## config.mk

```make
export PLATFORM = sky130hd
export DESIGN_NAME = chmc_turn
export DESIGN_NICKNAME = d
export VERILOG_FILES = /design/src/rtl/chmc_pkg.sv /design/src/rtl/chmc_turn.sv
export SDC_FILE = /design/constraint.sdc
export NUM_CORES = 2
export LEC_CHECK = 0
export ABC_AREA = 1
export BUFFER_PORTS_ARGS = -buffer_cell sky130_fd_sc_hd__buf_2
export CORE_UTILIZATION = 60
export CTS_CLUSTER_SIZE = 20
export DETAILED_ROUTE_END_ITERATION = 12
export HOLD_SLACK_MARGIN = 0.03
export PLACE_DENSITY = 0.75
export SETUP_SLACK_MARGIN = 0.3
export SLEW_MARGIN = 20
export SYNTH_ARGS = -nofsm -noshare
export SYNTH_HDL_FRONTEND = slang
export SYNTH_SLANG_ARGS = --single-unit
```

## constraint.sdc

```tcl
create_clock -name clk -period 11.9 [get_ports clk]
set_input_delay 2.38 -clock clk [delete_from_list [all_inputs] [get_ports clk]]
set_output_delay 2.38 -clock clk [all_outputs]
set_load 0.02 [all_outputs]
```

## src/rtl/chmc_pkg.sv

```systemverilog
// Package for the monotone chain convex hull block.
// Types and widths for the hull block. No dependencies.
`timescale 1ns / 1ps
package chmc_pkg;
  localparam int MaxPoints  = 32;
  localparam int CoordBits  = 24;
  localparam int IdxBits    = $clog2(MaxPoints);
  localparam int CntBits    = $clog2(MaxPoints + 1);
  localparam int DiffBits   = CoordBits + 1;
  localparam int ProdBits   = 2 * DiffBits;

  typedef logic signed [CoordBits-1:0] coord_t;
  typedef logic [IdxBits-1:0]          idx_t;
  typedef logic [CntBits-1:0]          cnt_t;

  typedef struct packed {
    coord_t x;
    coord_t y;
  } point_t;
endpackage

```

## src/rtl/chmc_turn.sv

```systemverilog
// Strict left turn test with a registered multiply: (b-a) x (c-b) > 0, exact.
// Depends on chmc_pkg.
`timescale 1ns / 1ps
module chmc_turn import chmc_pkg::*; (
  input  logic   clk,
  input  point_t a,
  input  point_t b,
  input  point_t c,
  output logic   left
);
  logic signed [DiffBits-1:0] ex, ey, fx, fy;
  logic signed [ProdBits-1:0] p_r, q_r;
  logic signed [ProdBits:0]   d;

  assign ex = DiffBits'(b.x) - DiffBits'(a.x);
  assign ey = DiffBits'(b.y) - DiffBits'(a.y);
  assign fx = DiffBits'(c.x) - DiffBits'(b.x);
  assign fy = DiffBits'(c.y) - DiffBits'(b.y);

  // one multiplier each, registered, then the compare
  always_ff @(posedge clk) begin
    p_r <= ex * fy;
    q_r <= ey * fx;
  end

  assign d    = (ProdBits+1)'(p_r) - (ProdBits+1)'(q_r);
  assign left = (d > 0);
endmodule

```

==> reports/metrics.cfg <==
[clocking]
cts-root-buf = clkbuf_16
cts.path.max_buffers = 2
clock_tree.htree_level_count = 3
cts_hold_repair.buffers = 0
clock_sink_count = 100
clk_slew_on_worst_s_h_paths_ps = 70
cts_setup_buffers = 0
cts_inserted_buffers = 9
cts_tree = yes

[run_status]
status = complete, no violations

[global_routing]
grt_first_pass_wirelength_um = 289000
number_of_global_route_vias_before_repair = 49958
pin_count_of_the_biggest_net_entering_global_routing = 26
grt_remaining_overflow = 0
gr-usage-all-layers_pct = 40.4
number_of_antenna_violations_at_the_first_check_in_global_routing = 5

[place]
place.port_buffers = 145
hpwl_um = 163000
gp_routability_congestion = 1.05

[layout]
drive_gt1_share_pct = 5.81
multi_input_comb_area_um2 = 47100
finalNetCount = 9344
layout.area.seq_um2 = 2000
synthToLayoutAreaGrowth_pct = 5.72
fillers = 8436

[sta]
rsz_0062_raised_after_global_routing = false
slew_violations = 0
max_slew.worst_pin.slew_ps = 990
final_report_setup_violation_count = 0
totalNegativeSetupSlack_ps = 0
slew_headroom_pct = 33.9
finalWorstPathRequiredPeriod_ps = 11200
part_of_the_cycle_the_worst_path_needs_pct = 94.1
hold_viol_final = 0
max_freq_mhz = 89.3

[synthesis]
dominantRegCellSynth = dfxtp_1
yosys-top-cells-count = inv_1, nand2_1, fa_1
synth_sequential_area_ratio_pct = 3.51
synth_async_sr_flop_share_pct = 0
post-synth-top-area-fraction_pct = 46.4
syn_area_um2 = 57000
synthesized_netlist_net_count = 9195
synthCells = 7301
post_synth_main_area_contributors = fa_1, inv_1, nand2_1, ha_1, nor2_1
synth.most_common_cell = inv_1
post_synth.cell_area_avg_um2 = 7.80
number_of_register_bits_inferred_by_synthesis = 100
warnings_synthesis = 0
post-synth-top-area-cell = fa_1
netlist-cell-type-count = 57
number_of_enable_flip_flop_cells_after_synthesis = 0

[setup_path]
start_kind = input pin
endpoint = p_r[49]
crit_top_cell = fa_1
critical_path_arrival_ps = 11490
critPathMaxFanout = 13
critical-path-max-stage-delay_ps = 750
setup.worst_path.start = b[29]
timing.setup.critical_path_class = input pin to flop
cp_slowest_cell = fa_1
timing.critical_path.required_ps = 12190
critPathCaptureType = flop

[routing]
post-route-drc-count = 0
mean_routed_wirelength_per_cell_um = 21.5
drt_first_iter_violations = 4202
drt-pass1-iter-count = 8
routed-via-count = 48244
route.final.wire_length_um = 187000
route.detailed.vias_per_inst = 5.54
route.antenna.remaining_nets = 0

[die]
core_area_um2 = 93600
initial_core_util_pct = 60.8
rows = 112
ioPinCount = 146
die_area_um2 = 96200
floorplan.die.height_um = 310
chipWidth_um = 310

[worst_hold_path]
timing.hold.worst.class = input pin to flop

[flow_run]
cap_viol_max_count = 0

[worst min-delay path by stage]
stage          start  endpoint  slack, ps  cells after the start
6_report        a[0]    q_r[0]       2790                      4
3_3_place_gp    b[0]    p_r[0]       3130                      4
2_1_floorplan   b[0]    p_r[0]       2800                      3
5_1_grt         a[0]    q_r[0]       2780                      4
3_5_place_dp    b[0]    p_r[0]       3130                      4
4_1_cts         b[0]    p_r[0]       2750                      4
[per-layer routing]
metal	vias to the layer above	share of wire [%]	wire, um	track usage (%)
li1	21473	-	-	-
met1	23749	39	72200	52.6
met2	2530	45	84900	65.0
met3	486	10	19600	8.43
met4	6	5.7	10700	18.4
met5	-	0.018	34	0
[kinds of logic after synthesis]
| group | share of synthesized area [%] |
|---|---|
| flip-flops | 3.51 |
| AND/OR/NAND/NOR | 18.2 |
| buffers and inverters | 14.1 |
| XOR/XNOR | 3.22 |
| AO/OA/AOI/OAI | 5.12 |
| adder cells (fa/ha/maj) | 55.8 |
[state kept, by name, indices dropped and copies added (netlist names)]
register	count
p_r	50
q_r	50
[worst max-delay path, delay by kind of cell]
family	cells	cell delay, ps
fa+ha+maj	9	4970
simple gates	12	2220
buf+inv	7	1240
compound gates	3	520
xor+xnor	1	160
[area by class of cell]
class / instances / area share [%]
diodes: 1 / 0.00416
clock buffers: 9 / 0.374
clock inverters: 7 / 0.121
inverters: 1936 / 12.1
multi-input cells: 5096 / 78.3
flip-flops and latches: 100 / 3.32
well taps: 1254 / 2.61
repair buffers: 307 / 3.25
[layout by cell type, fill, tap and decap left out, drive strengths merged, types with 2 or more instances in the layout]
| master | synthesis | final |
|---|---|---|
| xor2 | 121 | 121 |
| a21o | 20 | 20 |
| o21bai | 26 | 26 |
| xnor2 | 76 | 76 |
| buf | 68 | 307 |
| clkinv | 10 | 15 |
| a21oi | 257 | 257 |
| ha | 428 | 428 |
| nand2 | 1632 | 1632 |
| nor2 | 754 | 754 |
| o221ai | 4 | 4 |
| nand3b | 8 | 8 |
| o211ai | 4 | 4 |
| dfxtp | 100 | 100 |
| inv | 1926 | 1928 |
| o21a | 13 | 13 |
| a221oi | 4 | 4 |
| o221a | 2 | 2 |
| fa | 1321 | 1321 |
| o21ai | 131 | 131 |
| clkbuf | 101 | 9 |
| and3 | 3 | 3 |
| nor3 | 31 | 31 |
| nand3 | 126 | 126 |
| nand4 | 36 | 36 |
| o2111ai | 3 | 3 |
| a31oi | 28 | 28 |
| or2 | 30 | 30 |
| a211oi | 7 | 7 |
| nor4 | 18 | 18 |
| a21boi | 6 | 6 |
[metrics by stage]
| step | cell area, um^2 | hold slack (ps) | worst slack, ps | instances | util (%) |
|---|---|---|---|---|---|
| 3_5_place_dp | 59900 | 3130 | 186 | 8693 | 64.0 |
| 5_1_grt | 60200 | 2780 | 339 | 8709 | 64.3 |
| 2_1_floorplan | 57000 | 2800 | 2050 | 7301 | - |
| 4_1_cts | 60200 | 2750 | 554 | 8709 | 64.3 |
| 6_report | 60200 | 2790 | 701 | 8710 | 64.3 |
| 3_3_place_gp | 59900 | 3130 | 279 | 8693 | 64.0 |
[what timing repair did]
action / in CTS / in global routing
hold endpoints to repair: 0 / 0
resized for setup: 0 / 5
setup endpoints to repair: 0 / 6
Power is not shown: default switching activity piles up to over one toggle a cycle in this logic, so the estimate is an artifact.
